[src/wpid_pkg.sv]
package wpid_pkg;

   localparam int INTEG_WIN = 64;
   localparam int DERIV_WIN = 16;

   localparam int POS_W     = 14;
   localparam int ERR_W     = POS_W + 1;
   localparam int DIFF_W    = ERR_W + 1;
   localparam int GAIN_W    = 16;
   localparam int SUM_W     = ERR_W + 1 + $clog2(INTEG_WIN);
   localparam int OPA_W     = 29;
   localparam int PROD_W    = OPA_W + GAIN_W + 1;
   localparam int DIV_W     = PROD_W;
   localparam int QUO_W     = DIV_W + 1;
   localparam int ACC_W     = QUO_W + 2;
   localparam int OUT_W     = 32;
   localparam int CNT_W     = $clog2(DIV_W + 1);
   localparam int CSR_IDX_W = 8;
   localparam int IADDR_W   = $clog2(INTEG_WIN);
   localparam int DADDR_W   = $clog2(DERIV_WIN);

   localparam logic [POS_W-1:0] ENC_RAIL = 14'h3FFF;

   typedef enum logic [2:0] {
      REG_PROP_NUM, REG_PROP_DEN, REG_INTEG_NUM, REG_INTEG_DEN,
      REG_DERIV_NUM, REG_DERIV_DEN, REG_RATE, REG_OFFSET
   } csr_reg_type;

   typedef struct packed {
      logic [GAIN_W-1:0]        prop_num;
      logic [GAIN_W-1:0]        prop_den;
      logic [GAIN_W-1:0]        integ_num;
      logic [GAIN_W-1:0]        integ_den;
      logic [GAIN_W-1:0]        deriv_num;
      logic [GAIN_W-1:0]        deriv_den;
      logic [GAIN_W-1:0]        rate;
      logic signed [GAIN_W-1:0] offset;
   } csr_type;

   typedef enum logic [1:0] {TERM_P, TERM_I, TERM_D} term_type;

   typedef enum logic [1:0] {MSEL_RATE, MSEL_P, MSEL_I, MSEL_D} msel_type;

   typedef enum logic [2:0] {
      ST_IDLE, ST_FETCH, ST_RATE, ST_INTEG_WAIT,
      ST_TERM_MUL, ST_TERM_DIV, ST_TERM_WAIT, ST_RESULT
   } state_type;

   typedef struct packed {
      logic     load_in;
      logic     update;
      logic     mul_en;
      msel_type mul_sel;
      logic     div_load;
      logic     div_sum;
      logic     cap_terms;
      logic     acc_add;
      logic     out_load;
   } cmd_type;

   typedef struct packed {
      logic div_busy;
      logic out_free;
   } stat_type;

   function automatic logic [GAIN_W-1:0] nonzero(input logic [GAIN_W-1:0] v);
      return (v == '0) ? GAIN_W'(1) : v;
   endfunction

endpackage

[src/wpid_ram.sv]
module wpid_ram #(
   parameter int WIDTH = 8,
   parameter int DEPTH = 16
) (
   input  logic                     clock,
   input  logic                     we,
   input  logic [$clog2(DEPTH)-1:0] waddr,
   input  logic [WIDTH-1:0]         wdata,
   input  logic [$clog2(DEPTH)-1:0] raddr,
   output logic [WIDTH-1:0]         rdata
);

   logic [WIDTH-1:0] mem_ff [DEPTH];
   logic [WIDTH-1:0] rdata_ff;

   always_ff @(posedge clock) begin
      if (we) begin
         mem_ff[waddr] <= wdata;
      end
      rdata_ff <= mem_ff[raddr];
   end

   assign rdata = rdata_ff;

endmodule

[src/wpid_ctrl.sv]
module wpid_ctrl (
   input  logic               clock,
   input  logic               reset,
   input  logic               req_valid,
   output logic               req_ready,
   input  wpid_pkg::stat_type stat,
   output wpid_pkg::cmd_type  cmd
);

   wpid_pkg::state_type state_ff, state_in;
   wpid_pkg::term_type  term_ff, term_in;
   wpid_pkg::msel_type  term_sel;

   always_ff @(posedge clock) begin
      if (reset) begin
         state_ff <= wpid_pkg::ST_IDLE;
         term_ff  <= wpid_pkg::TERM_P;
      end else begin
         state_ff <= state_in;
         term_ff  <= term_in;
      end
   end

   always_comb begin
      unique case (term_ff)
         wpid_pkg::TERM_P: term_sel = wpid_pkg::MSEL_P;
         wpid_pkg::TERM_I: term_sel = wpid_pkg::MSEL_I;
         wpid_pkg::TERM_D: term_sel = wpid_pkg::MSEL_D;
         default:          term_sel = wpid_pkg::MSEL_P;
      endcase
   end

   // next state
   always_comb begin
      state_in = state_ff;
      term_in  = term_ff;
      unique case (state_ff)
         wpid_pkg::ST_IDLE: begin
            if (req_valid) state_in = wpid_pkg::ST_FETCH;
         end
         wpid_pkg::ST_FETCH:   state_in = wpid_pkg::ST_RATE;
         wpid_pkg::ST_RATE:    state_in = wpid_pkg::ST_INTEG_WAIT;
         wpid_pkg::ST_INTEG_WAIT: begin
            if (!stat.div_busy) begin
               state_in = wpid_pkg::ST_TERM_MUL;
               term_in  = wpid_pkg::TERM_P;
            end
         end
         wpid_pkg::ST_TERM_MUL: state_in = wpid_pkg::ST_TERM_DIV;
         wpid_pkg::ST_TERM_DIV: state_in = wpid_pkg::ST_TERM_WAIT;
         wpid_pkg::ST_TERM_WAIT: begin
            if (!stat.div_busy) begin
               unique case (term_ff)
                  wpid_pkg::TERM_P: begin
                     term_in  = wpid_pkg::TERM_I;
                     state_in = wpid_pkg::ST_TERM_MUL;
                  end
                  wpid_pkg::TERM_I: begin
                     term_in  = wpid_pkg::TERM_D;
                     state_in = wpid_pkg::ST_TERM_MUL;
                  end
                  default: state_in = wpid_pkg::ST_RESULT;
               endcase
            end
         end
         wpid_pkg::ST_RESULT: begin
            if (stat.out_free) state_in = wpid_pkg::ST_IDLE;
         end
         default: state_in = wpid_pkg::ST_IDLE;
      endcase
   end

   // outputs
   always_comb begin
      cmd       = '0;
      req_ready = 1'b0;
      unique case (state_ff)
         wpid_pkg::ST_IDLE: begin
            req_ready   = 1'b1;
            cmd.load_in = req_valid;
         end
         wpid_pkg::ST_FETCH: cmd.update = 1'b1;
         wpid_pkg::ST_RATE: begin
            cmd.mul_en   = 1'b1;
            cmd.mul_sel  = wpid_pkg::MSEL_RATE;
            cmd.div_load = 1'b1;
            cmd.div_sum  = 1'b1;
         end
         wpid_pkg::ST_INTEG_WAIT: begin
            cmd.mul_sel   = wpid_pkg::MSEL_RATE;
            cmd.cap_terms = !stat.div_busy;
         end
         wpid_pkg::ST_TERM_MUL: begin
            cmd.mul_en  = 1'b1;
            cmd.mul_sel = term_sel;
         end
         wpid_pkg::ST_TERM_DIV: begin
            cmd.mul_sel  = term_sel;
            cmd.div_load = 1'b1;
         end
         wpid_pkg::ST_TERM_WAIT: begin
            cmd.mul_sel = term_sel;
            cmd.acc_add = !stat.div_busy;
         end
         wpid_pkg::ST_RESULT: cmd.out_load = stat.out_free;
         default: cmd = '0;
      endcase
   end

endmodule

[src/wpid_datapath.sv]
module wpid_datapath (
   input  logic                                clock,
   input  logic                                reset,
   input  wpid_pkg::cmd_type                   cmd,
   output wpid_pkg::stat_type                  stat,
   input  wpid_pkg::csr_type                   csr,
   input  logic [wpid_pkg::POS_W-1:0]          req_actual_position,
   input  logic [wpid_pkg::POS_W-1:0]          req_desired_position,
   output logic                                rsp_valid,
   input  logic                                rsp_ready,
   output logic signed [wpid_pkg::OUT_W-1:0]   rsp_drive_value,
   output logic                                rsp_encoder_fault
);

   localparam int ERR_W  = wpid_pkg::ERR_W;
   localparam int PROD_W = wpid_pkg::PROD_W;
   localparam int DIV_W  = wpid_pkg::DIV_W;
   localparam int QUO_W  = wpid_pkg::QUO_W;
   localparam int ACC_W  = wpid_pkg::ACC_W;
   localparam int OPA_W  = wpid_pkg::OPA_W;
   localparam int GAIN_W = wpid_pkg::GAIN_W;
   localparam int SUM_W  = wpid_pkg::SUM_W;
   localparam int OUT_W  = wpid_pkg::OUT_W;

   localparam logic signed [ACC_W-1:0] SAT_MAX = ACC_W'(64'sh7FFF_FFFF);
   localparam logic signed [ACC_W-1:0] SAT_MIN = -ACC_W'(64'sh8000_0000);
   localparam logic signed [PROD_W-1:0] DerivWin = PROD_W'(wpid_pkg::DERIV_WIN);

   // tick inputs
   logic signed [ERR_W-1:0] err_ff, err_in;
   logic                    fault_ff;

   // history and moving sum
   logic [wpid_pkg::IADDR_W-1:0] islot_ff;
   logic [wpid_pkg::DADDR_W-1:0] dslot_ff;
   logic [wpid_pkg::INTEG_WIN-1:0] ival_ff;
   logic [wpid_pkg::DERIV_WIN-1:0] dval_ff;
   logic [ERR_W-1:0] irdata, drdata;
   logic signed [ERR_W-1:0] old_i, old_d;
   logic signed [SUM_W-1:0] sum_ff, sum_in;
   logic signed [wpid_pkg::DIFF_W-1:0] diff_ff;

   // multiplier
   logic signed [OPA_W-1:0]  mul_a, erri_ff, errd_ff;
   logic [GAIN_W-1:0]        mul_b, divisor_sel;
   logic signed [PROD_W-1:0] prod_ff, prod_in, errd_full;

   // divider
   logic                     busy_ff, neg_ff;
   logic [wpid_pkg::CNT_W-1:0] cnt_ff;
   logic [DIV_W-1:0]         quo_ff, dvd_mag;
   logic [GAIN_W-1:0]        rem_ff, dsr_ff;
   logic [GAIN_W:0]          rem_sh;
   logic [GAIN_W+1:0]        trial;
   logic signed [PROD_W-1:0] dvd;
   logic signed [QUO_W-1:0]  quo_s;

   // accumulator and result
   logic signed [ACC_W-1:0]  acc_ff;
   logic signed [OUT_W-1:0]  sat_val;
   logic                     rsp_valid_ff;
   logic signed [OUT_W-1:0]  drive_ff;
   logic                     fault_out_ff;

   assign err_in = $signed({1'b0, req_actual_position})
                 - $signed({1'b0, req_desired_position});

   wpid_ram #(.WIDTH(ERR_W), .DEPTH(wpid_pkg::INTEG_WIN)) u_integ_ram (
      .clock (clock),
      .we    (cmd.update),
      .waddr (islot_ff),
      .wdata (err_ff),
      .raddr (islot_ff),
      .rdata (irdata)
   );

   wpid_ram #(.WIDTH(ERR_W), .DEPTH(wpid_pkg::DERIV_WIN)) u_deriv_ram (
      .clock (clock),
      .we    (cmd.update),
      .waddr (dslot_ff),
      .wdata (err_ff),
      .raddr (dslot_ff),
      .rdata (drdata)
   );

   // entries never written read as zero
   assign old_i  = ival_ff[islot_ff] ? $signed(irdata) : '0;
   assign old_d  = dval_ff[dslot_ff] ? $signed(drdata) : '0;
   assign sum_in = sum_ff - SUM_W'(old_i) + SUM_W'(err_ff);

   always_ff @(posedge clock) begin
      if (reset) begin
         islot_ff <= '0;
         dslot_ff <= '0;
         ival_ff  <= '0;
         dval_ff  <= '0;
         sum_ff   <= '0;
      end else if (cmd.update) begin
         ival_ff[islot_ff] <= 1'b1;
         dval_ff[dslot_ff] <= 1'b1;
         sum_ff            <= sum_in;
         islot_ff <= (islot_ff == wpid_pkg::IADDR_W'(wpid_pkg::INTEG_WIN - 1)) ?
                     '0 : islot_ff + 1'b1;
         dslot_ff <= (dslot_ff == wpid_pkg::DADDR_W'(wpid_pkg::DERIV_WIN - 1)) ?
                     '0 : dslot_ff + 1'b1;
      end
   end

   always_ff @(posedge clock) begin
      if (cmd.load_in) begin
         err_ff   <= err_in;
         fault_ff <= (req_actual_position == '0) ||
                     (req_actual_position == wpid_pkg::ENC_RAIL);
      end
      if (cmd.update) begin
         diff_ff <= wpid_pkg::DIFF_W'(err_ff) - wpid_pkg::DIFF_W'(old_d);
      end
   end

   // operand select for the shared multiplier and divider
   always_comb begin
      unique case (cmd.mul_sel)
         wpid_pkg::MSEL_RATE: begin
            mul_a       = OPA_W'(diff_ff);
            mul_b       = wpid_pkg::nonzero(csr.rate);
            divisor_sel = wpid_pkg::nonzero(csr.rate);
         end
         wpid_pkg::MSEL_P: begin
            mul_a       = OPA_W'(err_ff);
            mul_b       = csr.prop_num;
            divisor_sel = wpid_pkg::nonzero(csr.prop_den);
         end
         wpid_pkg::MSEL_I: begin
            mul_a       = erri_ff;
            mul_b       = csr.integ_num;
            divisor_sel = wpid_pkg::nonzero(csr.integ_den);
         end
         wpid_pkg::MSEL_D: begin
            mul_a       = errd_ff;
            mul_b       = csr.deriv_num;
            divisor_sel = wpid_pkg::nonzero(csr.deriv_den);
         end
         default: begin
            mul_a       = '0;
            mul_b       = '0;
            divisor_sel = GAIN_W'(1);
         end
      endcase
   end

   assign prod_in   = mul_a * $signed({1'b0, mul_b});
   assign errd_full = prod_ff / DerivWin;

   always_ff @(posedge clock) begin
      if (cmd.mul_en) begin
         prod_ff <= prod_in;
      end
      if (cmd.cap_terms) begin
         erri_ff <= quo_s[OPA_W-1:0];
         errd_ff <= errd_full[OPA_W-1:0];
      end
   end

   // shift-subtract divider on magnitudes, one quotient bit per cycle
   assign dvd     = cmd.div_sum ? PROD_W'(sum_ff) : prod_ff;
   assign dvd_mag = dvd[PROD_W-1] ? DIV_W'(-dvd) : DIV_W'(dvd);
   assign rem_sh  = {rem_ff, quo_ff[DIV_W-1]};
   assign trial   = {1'b0, rem_sh} - {2'b00, dsr_ff};
   assign quo_s   = neg_ff ? -$signed({1'b0, quo_ff}) : $signed({1'b0, quo_ff});

   always_ff @(posedge clock) begin
      if (reset) begin
         busy_ff <= 1'b0;
         cnt_ff  <= '0;
      end else if (cmd.div_load) begin
         busy_ff <= 1'b1;
         cnt_ff  <= wpid_pkg::CNT_W'(DIV_W);
      end else if (busy_ff) begin
         cnt_ff <= cnt_ff - 1'b1;
         if (cnt_ff == wpid_pkg::CNT_W'(1)) busy_ff <= 1'b0;
      end
   end

   always_ff @(posedge clock) begin
      if (cmd.div_load) begin
         quo_ff <= dvd_mag;
         rem_ff <= '0;
         dsr_ff <= divisor_sel;
         neg_ff <= dvd[PROD_W-1];
      end else if (busy_ff) begin
         if (!trial[GAIN_W+1]) begin
            rem_ff <= trial[GAIN_W-1:0];
            quo_ff <= {quo_ff[DIV_W-2:0], 1'b1};
         end else begin
            rem_ff <= rem_sh[GAIN_W-1:0];
            quo_ff <= {quo_ff[DIV_W-2:0], 1'b0};
         end
      end
   end

   always_ff @(posedge clock) begin
      if (cmd.update) begin
         acc_ff <= ACC_W'(csr.offset);
      end else if (cmd.acc_add) begin
         acc_ff <= acc_ff + ACC_W'(quo_s);
      end
   end

   always_comb begin
      priority if (acc_ff > SAT_MAX) begin
         sat_val = OUT_W'(SAT_MAX);
      end else if (acc_ff < SAT_MIN) begin
         sat_val = OUT_W'(SAT_MIN);
      end else begin
         sat_val = acc_ff[OUT_W-1:0];
      end
   end

   // result word register, frees the engine while the word waits
   always_ff @(posedge clock) begin
      if (reset) begin
         rsp_valid_ff <= 1'b0;
      end else if (cmd.out_load) begin
         rsp_valid_ff <= 1'b1;
      end else if (rsp_ready) begin
         rsp_valid_ff <= 1'b0;
      end
   end

   always_ff @(posedge clock) begin
      if (cmd.out_load) begin
         drive_ff     <= fault_ff ? OUT_W'(csr.offset) : sat_val;
         fault_out_ff <= fault_ff;
      end
   end

   assign stat.div_busy     = busy_ff;
   assign stat.out_free     = !rsp_valid_ff || rsp_ready;
   assign rsp_valid         = rsp_valid_ff;
   assign rsp_drive_value   = drive_ff;
   assign rsp_encoder_fault = fault_out_ff;

endmodule

[src/windowed_pid_joint_controller.sv]
// an accepted word passes one fetch, one rate multiply, then four 46-bit divides on the
// shared shift-subtract divider, each with its load and wait states, and one result
// state before its result word is loaded
// the single divider keeps the next word out until this word is done; the next word is
// taken while a finished result still waits in the output register
// reset: synchronous, active high; control, CSR and window registers return to their
// defaults, histories read as zero through per-entry valid bits, no clearing pass
module windowed_pid_joint_controller (
   input  logic                                  clock,
   input  logic                                  reset,
   input  logic                                  req_valid,
   output logic                                  req_ready,
   input  logic [wpid_pkg::POS_W-1:0]            req_actual_position,
   input  logic [wpid_pkg::POS_W-1:0]            req_desired_position,
   output logic                                  rsp_valid,
   input  logic                                  rsp_ready,
   output logic signed [wpid_pkg::OUT_W-1:0]     rsp_drive_value,
   output logic                                  rsp_encoder_fault,
   input  logic                                  csr_valid,
   output logic                                  csr_ready,
   input  logic [wpid_pkg::CSR_IDX_W-1:0]        csr_index,
   input  logic [wpid_pkg::GAIN_W-1:0]           csr_data
);

   wpid_pkg::csr_type  csr_ff;
   wpid_pkg::cmd_type  cmd;
   wpid_pkg::stat_type stat;

   assign csr_ready = 1'b1;

   always_ff @(posedge clock) begin
      if (reset) begin
         csr_ff.prop_num  <= wpid_pkg::GAIN_W'(1);
         csr_ff.prop_den  <= wpid_pkg::GAIN_W'(1);
         csr_ff.integ_num <= '0;
         csr_ff.integ_den <= wpid_pkg::GAIN_W'(1);
         csr_ff.deriv_num <= '0;
         csr_ff.deriv_den <= wpid_pkg::GAIN_W'(1);
         csr_ff.rate      <= wpid_pkg::GAIN_W'(1000);
         csr_ff.offset    <= '0;
      end else if (csr_valid && csr_ready &&
                   (csr_index[wpid_pkg::CSR_IDX_W-1:3] == '0)) begin
         unique case (wpid_pkg::csr_reg_type'(csr_index[2:0]))
            wpid_pkg::REG_PROP_NUM:  csr_ff.prop_num  <= csr_data;
            wpid_pkg::REG_PROP_DEN:  csr_ff.prop_den  <= csr_data;
            wpid_pkg::REG_INTEG_NUM: csr_ff.integ_num <= csr_data;
            wpid_pkg::REG_INTEG_DEN: csr_ff.integ_den <= csr_data;
            wpid_pkg::REG_DERIV_NUM: csr_ff.deriv_num <= csr_data;
            wpid_pkg::REG_DERIV_DEN: csr_ff.deriv_den <= csr_data;
            wpid_pkg::REG_RATE:      csr_ff.rate      <= csr_data;
            wpid_pkg::REG_OFFSET:    csr_ff.offset    <= $signed(csr_data);
            default:                 csr_ff.rate      <= csr_ff.rate;
         endcase
      end
   end

   wpid_ctrl u_ctrl (
      .clock     (clock),
      .reset     (reset),
      .req_valid (req_valid),
      .req_ready (req_ready),
      .stat      (stat),
      .cmd       (cmd)
   );

   wpid_datapath u_datapath (
      .clock                (clock),
      .reset                (reset),
      .cmd                  (cmd),
      .stat                 (stat),
      .csr                  (csr_ff),
      .req_actual_position  (req_actual_position),
      .req_desired_position (req_desired_position),
      .rsp_valid            (rsp_valid),
      .rsp_ready            (rsp_ready),
      .rsp_drive_value      (rsp_drive_value),
      .rsp_encoder_fault    (rsp_encoder_fault)
   );

`ifndef NO_ASSERTIONS
   a_idle_div_quiet: assert property (@(posedge clock) disable iff (reset)
      req_ready |-> !stat.div_busy)
      else $error("divider busy while engine idle");

   a_accept_blocks: assert property (@(posedge clock) disable iff (reset)
      (req_valid && req_ready) |=> !req_ready)
      else $error("engine took a second word during a tick");

   a_fault_offset: assert property (@(posedge clock) disable iff (reset)
      (rsp_valid && rsp_encoder_fault) |->
         (rsp_drive_value == wpid_pkg::OUT_W'(csr_ff.offset)))
      else $error("fault result not equal to drive offset");
`endif

endmodule

[config.mk]
export PLATFORM = sky130hd
export DESIGN_NAME = windowed_pid_joint_controller
export DESIGN_NICKNAME = d
export VERILOG_FILES = /design/src/wpid_pkg.sv /design/src/wpid_ram.sv /design/src/wpid_ctrl.sv /design/src/wpid_datapath.sv /design/src/windowed_pid_joint_controller.sv
export SDC_FILE = /design/constraint.sdc
export NUM_CORES = 2
export LEC_CHECK = 0
export ABC_CLOCK_PERIOD_IN_PS = 19700
export BUFFER_PORTS_ARGS = -buffer_cell sky130_fd_sc_hd__buf_2
export CAP_MARGIN = 20
export CORE_UTILIZATION = 25
export DETAILED_ROUTE_END_ITERATION = 10
export PLACE_DENSITY = 0.41
export REMOVE_ABC_BUFFERS = 1
export SYNTH_ARGS = -nofsm -noshare
export SYNTH_HDL_FRONTEND = slang
export SYNTH_SLANG_ARGS = --single-unit
export TNS_END_PERCENT = 30
[constraint.sdc]
create_clock -name clock -period 19.7 [get_ports clock]
set_input_delay 0.985 -clock clock [delete_from_list [all_inputs] [get_ports clock]]
set_output_delay 0.985 -clock clock [all_outputs]
set_load 0.05 [all_outputs]
Word-level counts from Yosys, hierarchy flattened
Memories as Yosys holds them, arrays and structs flattened. A register that Yosys moved wholly into a read port is not among the register bits. Cells that the tools add are included.

Register bits after elaboration: 550. Bits in latches: 0. Bits in writable memories: 1200. Memory bits (read-only): 0. Input port bits: 57. Output and inout port bits: 36. Word-level logic and storage cells: 182. Memories: 2.

Memory list: u_datapath.u_integ_ram.mem_ff (words 64, width 15, rd ports 1, clocked after Yosys merged registers in 1, wr ports 1, line wpid_ram.sv:13) `logic [WIDTH-1:0] mem_ff [DEPTH];`; u_datapath.u_deriv_ram.mem_ff (words 16, width 15, rd ports 1, clocked after Yosys merged registers in 1, wr ports 1, line wpid_ram.sv:13).

$add $sub $neg: 12. $mul: 1. Div/mod/pow operators: 0. Order comparisons: 6. Equality and inequality tests: 28. Shifts and indexed selects: 0. Mux-type cells: 61. Bitwise gates (word level): 3. Reduce and logical (&&, ||, !) cells: 37.

Operators with widths (number): $mux 46 (4); $pmux 16 s4 (2); $pmux 29 s4 (1); $mux 49 (2); $mux 32 (3); $mux 16 (5); $logic_not 16->1 (4); $or 64x64->64 (1); $add 49x47->49 (1); $gt 49x32->1 const B (1); $lt 49x32->1 const B (1); $mux 47 (1); $neg 46->47 (1); $mul 29x17->46 (1); $neg 46->46 (1); $mux 15 (2); $add 29x1->29 (1); $eq 3x3->1 const B (8); $pmux 3 s8 (1); $add 22x15->22 (1); $sub 22x15->22 (1); $mux 1 (21); $mux 6 (3); $sub 17x16->18 (1); 43 further kinds (80).

Depth between registers and ports, before layout
Word-level depth: 6. Depth in mapped cells: 34. Depth with buffers taken out: 31.

Hierarchy
A second synthesis with hierarchy kept.

Cell total of the unflattened synthesis: 7223. Area total of the unflattened synthesis: 95028.6 µm².

By module, submodules not included: wpid_datapath (times used 1, cells each 4660, area each 42772.3 µm², seq. area each 11160.7 µm²); wpid_ram at u_datapath.u_integ_ram (times used 1, cells each 1638, area each 37189.4 µm², seq. area each 29127.9 µm²); wpid_ram at u_datapath.u_deriv_ram (times used 1, cells each 406, area each 9446.6 µm², seq. area each 7507.2 µm²); windowed_pid_joint_controller (times used 1, cells each 463, area each 5177.5 µm², seq. area each 2562.5 µm²); wpid_ctrl (times used 1, cells each 56, area each 442.9 µm², seq. area each 100.1 µm²).

Least setup slack after synthesis
OpenSTA, ideal clock, no wires.

Path kind: register -> register. Start point: register u_ctrl.state_ff[0]. End point: register u_datapath.prod_ff[45] (data pin). Setup time: 0.262 ns. Data arrival time: 8.141 ns. Required time: 19.438 ns. Path slack: 11.297 ns. Stages on the path, launching flop included: 31. Path buffers: 6. Clock period less this slack: 8.403 ns. Cell sequence: dfxtp_1 > clkbuf_1 > nand2_1 > and3_1 > clkbuf_1 > nor2_1 > clkbuf_1 > a22oi_1 > nand2_1 > clkbuf_1 > clkbuf_1 > nand2_1 > fa_1 > inv_1 > fa_1 > fa_1 > fa_1 > fa_1 > inv_1 > fa_1 > inv_1 > ha_1 > clkbuf_1 > nand3_1 > a2111o_1 > o21ai_0 > a21oi_1 > nor4_1 > o31ai_1 > o31ai_1 > xnor2_1.

Cells in the longest elaborated chain, start to end: 6. Elaborated cells between the ends (all ways): 12. Those cells by class: mul (1); eq/ne (6); mux (3); reduce/logical (2).

RTL lines: from (decl) (line wpid_ctrl.sv:10) `wpid_pkg::state_type state_ff, state_in;`; from (signal assigned) (line wpid_ctrl.sv:16) `state_ff <= wpid_pkg::ST_IDLE;`; from (signal assigned) (line wpid_ctrl.sv:19) `state_ff <= state_in;`; $eq 3x3->1 (line wpid_ctrl.sv:77) `unique case (state_ff)`; $reduce_or 3->1 (no source line) *; $mux 2 * (line wpid_ctrl.sv:77); $eq 2x2->1 (tied with other cells) (line wpid_datapath.sv:122) `unique case (cmd.mul_sel)`; $pmux 29 s4 or $pmux 16 s4 (tied branches) (line wpid_datapath.sv:122); $mul 29x17->46 * (line wpid_datapath.sv:151) `assign prod_in = mul_a * $signed({1'b0, mul_b});`; named net u_datapath.prod_in[45] (line wpid_datapath.sv:46) `logic signed [PROD_W-1:0] prod_ff, prod_in, errd_full;`; to (signal assigned) (line wpid_datapath.sv:156) `prod_ff <= prod_in;`; to (decl) (line wpid_datapath.sv:46).

Mark *: on every way through the listed nets, which the timed path passes. The rest lies on a longest branch. A chain may end at the register's enable or synchronous reset.

Worst setup path in the final report
Ends and elaborated chain as after synthesis.

==> impl_metrics.py <==
metrics = {
    "critical_path": {
        "path_buf_inv": 5,
        "reg2reg_to": "u_datapath.prod_ff[45]",
        "path_delay_family": "adder cells",
        "cp_slowest_cell": "a221oi_2",
        "cp_data_arrival_time_ps": 10460,
        "reg2regPathDepth": 25,
        "critPathMaxStageDelay_ps": 1050,
        "reg2reg_setup_slack_ps": 9830,
        "path_common_cell": "fa_1",
        "crit_path_end_kind": "flop",
        "crit_required_ps": 20290,
        "critPathMaxFanout": 28,
        "path_class": "flop to flop",
        "r2r-start": "u_ctrl.state_ff[0]",
        "start_kind": "flop",
    },
    "timing": {
        "finalMaxSlewViolations": 0,
        "finClkSkew_ps": 111,
        "fmax_mhz": 101,
        "slew_headroom_pct": 10.2,
        "worst_pin_slew_ps": 1330,
        "fin_setup_tns_ps": 0,
        "holdWs_ps": 454,
        "rsz0062_at_grt": "no",
        "finalCritPeriodShare_pct": 50.1,
        "min_period_ps": 9870,
        "setup_violations": 0,
        "hold_violations": 0,
    },
    "cells_and_area": {
        "final_cells": 12600,
        "layout-drive-gt1-share_pct": 10.5,
        "nets": 8385,
        "syn_to_final_growth_pct": 15.4,
        "nFillCells": 37000,
    },
    "clock_tree": {
        "ctsHtreeMaxLevel": 4,
        "cts_setup_buffers": 0,
        "path_clk_slew_ps": 60,
        "clock_latency_ps": 930,
        "cts_resized": 0,
        "cts_tree": "done",
        "cts-buffers-inserted": 202,
        "clockRootBuffer": "clkbuf_16",
        "cts_hold_buffers": 0,
        "clock_sinks": 1780,
        "cts_buffer_depth": 4,
    },
    "route": {
        "drtIter0Drc": 4910,
        "ant_nets": 0,
        "viasPerCell": 4.83,
        "finalWirelength_um": 306000,
        "routedWlPerCell_um": 24.3,
        "first_pass_iters": 5,
        "drc": 0,
        "num_vias": 60800,
    },
    "synthesis": {
        "ys_ff_latch": 1780,
        "netlist_area_sq_mm": 0.0914,
        "yosys.area.top_type": "edfxtp_1",
        "synth.top_cells.by_count": "edfxtp_1, nand2_1, inv_1",
        "synth_flop_cell": "edfxtp_1",
        "netlist_instances": 7497,
        "synthArstFlopShare_pct": 0,
        "synth.distinct_cells": 81,
        "synth_top_area_share_pct": 48.6,
        "synth_edf_count": 1481,
        "synth.most_common_cell": "edfxtp_1",
        "yosys-top-cells-area": "edfxtp_1, fa_1, dfxtp_1",
        "yosysSeqAreaShare_pct": 55.2,
        "ys.warnings.count": 0,
        "avgSynthCellArea_sq_um": 12.2,
    },
    "power_and_ir_drop": {
        "power_frac_comb_pct": 55.5,
        "ir_drop_v": 0.000382,
        "power.leakage_nw": 37.8,
        "p_seq_share_pct": 25.2,
        "clkPwrFrac_pct": 19.3,
        "p_int_w": 0.0115,
        "power.share.switching_pct": 43.2,
        "power_switching_w": 0.00873,
        "powerDensity_mw_per_mm2": 191,
    },
    "die": {
        "core_area_sq_mm": 0.363,
        "die_h_um": 607,
        "dieWidth_um": 607,
        "start_util_pct": 25.2,
        "die-area_sq_mm": 0.368,
        "io_pins": 93,
        "fp-row-count": 221,
    },
    "flow_run": {
        "maxCapViolations": 0,
    },
    "hold_path": {
        "hold_depth": 2,
        "hold_path_class": "flop to flop",
        "holdPathEnd": "csr_ff[59]",
        "min-delay-start": "csr_ff[59]",
    },
    "placed_design": {
        "gp_congestion": 0.837,
        "post-dp-hpwl_um": 206000,
        "dp.cells": 12200,
        "port_buffers": 91,
    },
    "global_route": {
        "track_usage_pct": 16.3,
        "grt_pass1_wl_um": 441000,
        "antenna_found_initial": 19,
        "grt_overflow_total": 0,
        "grt_pass1_vias": 62200,
        "grt_max_degree": 88,
    },
    "run_status": {
        "status": "finished, final reports clean",
    },
}
[sequential cells by signal, summed over array words and instances (netlist names), 29 cells and up]
name and cells:
csr_ff 128, u_datapath.acc_ff 49, u_datapath.ival_ff 64, u_datapath.quo_ff 46, u_datapath.erri_ff 29, u_datapath.prod_ff 46
u_datapath.u_deriv_ram.mem_ff 240, u_datapath.errd_ff 29, u_datapath.u_integ_ram.mem_ff 960, u_datapath.rsp_drive_value 32
[cell families (layout without fill, tap and decap cells)]
logic type	count (synthesis)	in the layout	synth area share [%]
XOR/XNOR	267	267	2.57
adder cells (fa/ha/maj)	711	711	13.6
flip-flops	1780	1780	55.2
buffers and inverters	1115	1407	4.59
multiplexers	186	186	3.14
other	1	6	0.00410
AO/OA/AOI/OAI	1627	1627	12.0
AND/OR/NAND/NOR	1810	1810	8.88
[worst max path at each step]
stage                            from                      to  slack [ps]  cells past startpoint
6_report           u_ctrl.state_ff[0]  u_datapath.prod_ff[45]        9830                     25
5_1_grt            u_ctrl.state_ff[0]  u_datapath.prod_ff[45]        9240                     25
4_1_cts            u_ctrl.state_ff[2]  u_datapath.prod_ff[45]        9760                     25
3_5_place_dp       u_ctrl.state_ff[2]  u_datapath.prod_ff[45]        9790                     25
3_3_place_gp       u_ctrl.state_ff[0]  u_datapath.prod_ff[45]        9240                     26
2_1_floorplan  u_datapath.islot_ff[2]   u_datapath.sum_ff[10]        7980                     20
[tightest hold or removal path, stage by stage, from the launching register on]
cell	delay [ps]
dfxtp_1	310
nand2_1	50
a21oi_1	50
[placed cells by master (no fill, tap or decap), types with 214 or more instances in the layout]
cell,n
nor2_1,452
a21oi_1,326
ha_1,238
nand2_1,791
edfxtp_1,1481
fa_1,472
buf_4,214
dfxtp_1,296
a22oi_1,481
inv_1,700
o21ai_0,247
[stage by stage]
step	cell area, sq um	util (%)	total power, W	setup WS (ps)
floorplan	89900	-	0.0130	7980
global placement	98400	27.1	0.0165	9240
detailed placement	98600	27.2	0.0164	9790
CTS	105000	29.0	0.0205	9760
global route	106000	29.1	0.0219	9240
finish	106000	29.1	0.0202	9830
[cell type report]
| class | count | area (sq um) | area share (%) |
|---|---|---|---|
| antenna | 5 | 12.5 | 0.0119 |
| clock buffer | 256 | 5400 | 5.12 |
| clock inverter | 120 | 1340 | 1.27 |
| inverter | 704 | 2650 | 2.51 |
| multi-input combinational | 4602 | 37200 | 35.2 |
| sequential | 1780 | 50500 | 47.8 |
| tap | 4794 | 6000 | 5.68 |
| timing repair buffer | 327 | 2500 | 2.37 |
[routing by layer]
metal | vias to the layer above | track usage [%] | routed length (um)
li1 | 27400 | - | -
met1 | 31400 | 21.9 | 137000
met2 | 1668 | 26.3 | 141000
met3 | 442 | 2.92 | 17000
met4 | 4 | 6.00 | 11900
met5 | - | 0 | 173
[power by group through the flow]
| stage | combinational [W] | clock (W) | sequential (W) |
|---|---|---|---|
| floorplan | 0.00793 | 0 | 0.00511 |
| global placement | 0.0113 | 0 | 0.00518 |
| detailed placement | 0.0113 | 0 | 0.00517 |
| CTS | 0.0114 | 0.00400 | 0.00510 |
| global route | 0.0127 | 0.00412 | 0.00512 |
| finish | 0.0112 | 0.00390 | 0.00509 |
No activity file was read; power rests on OpenSTA's default activity.
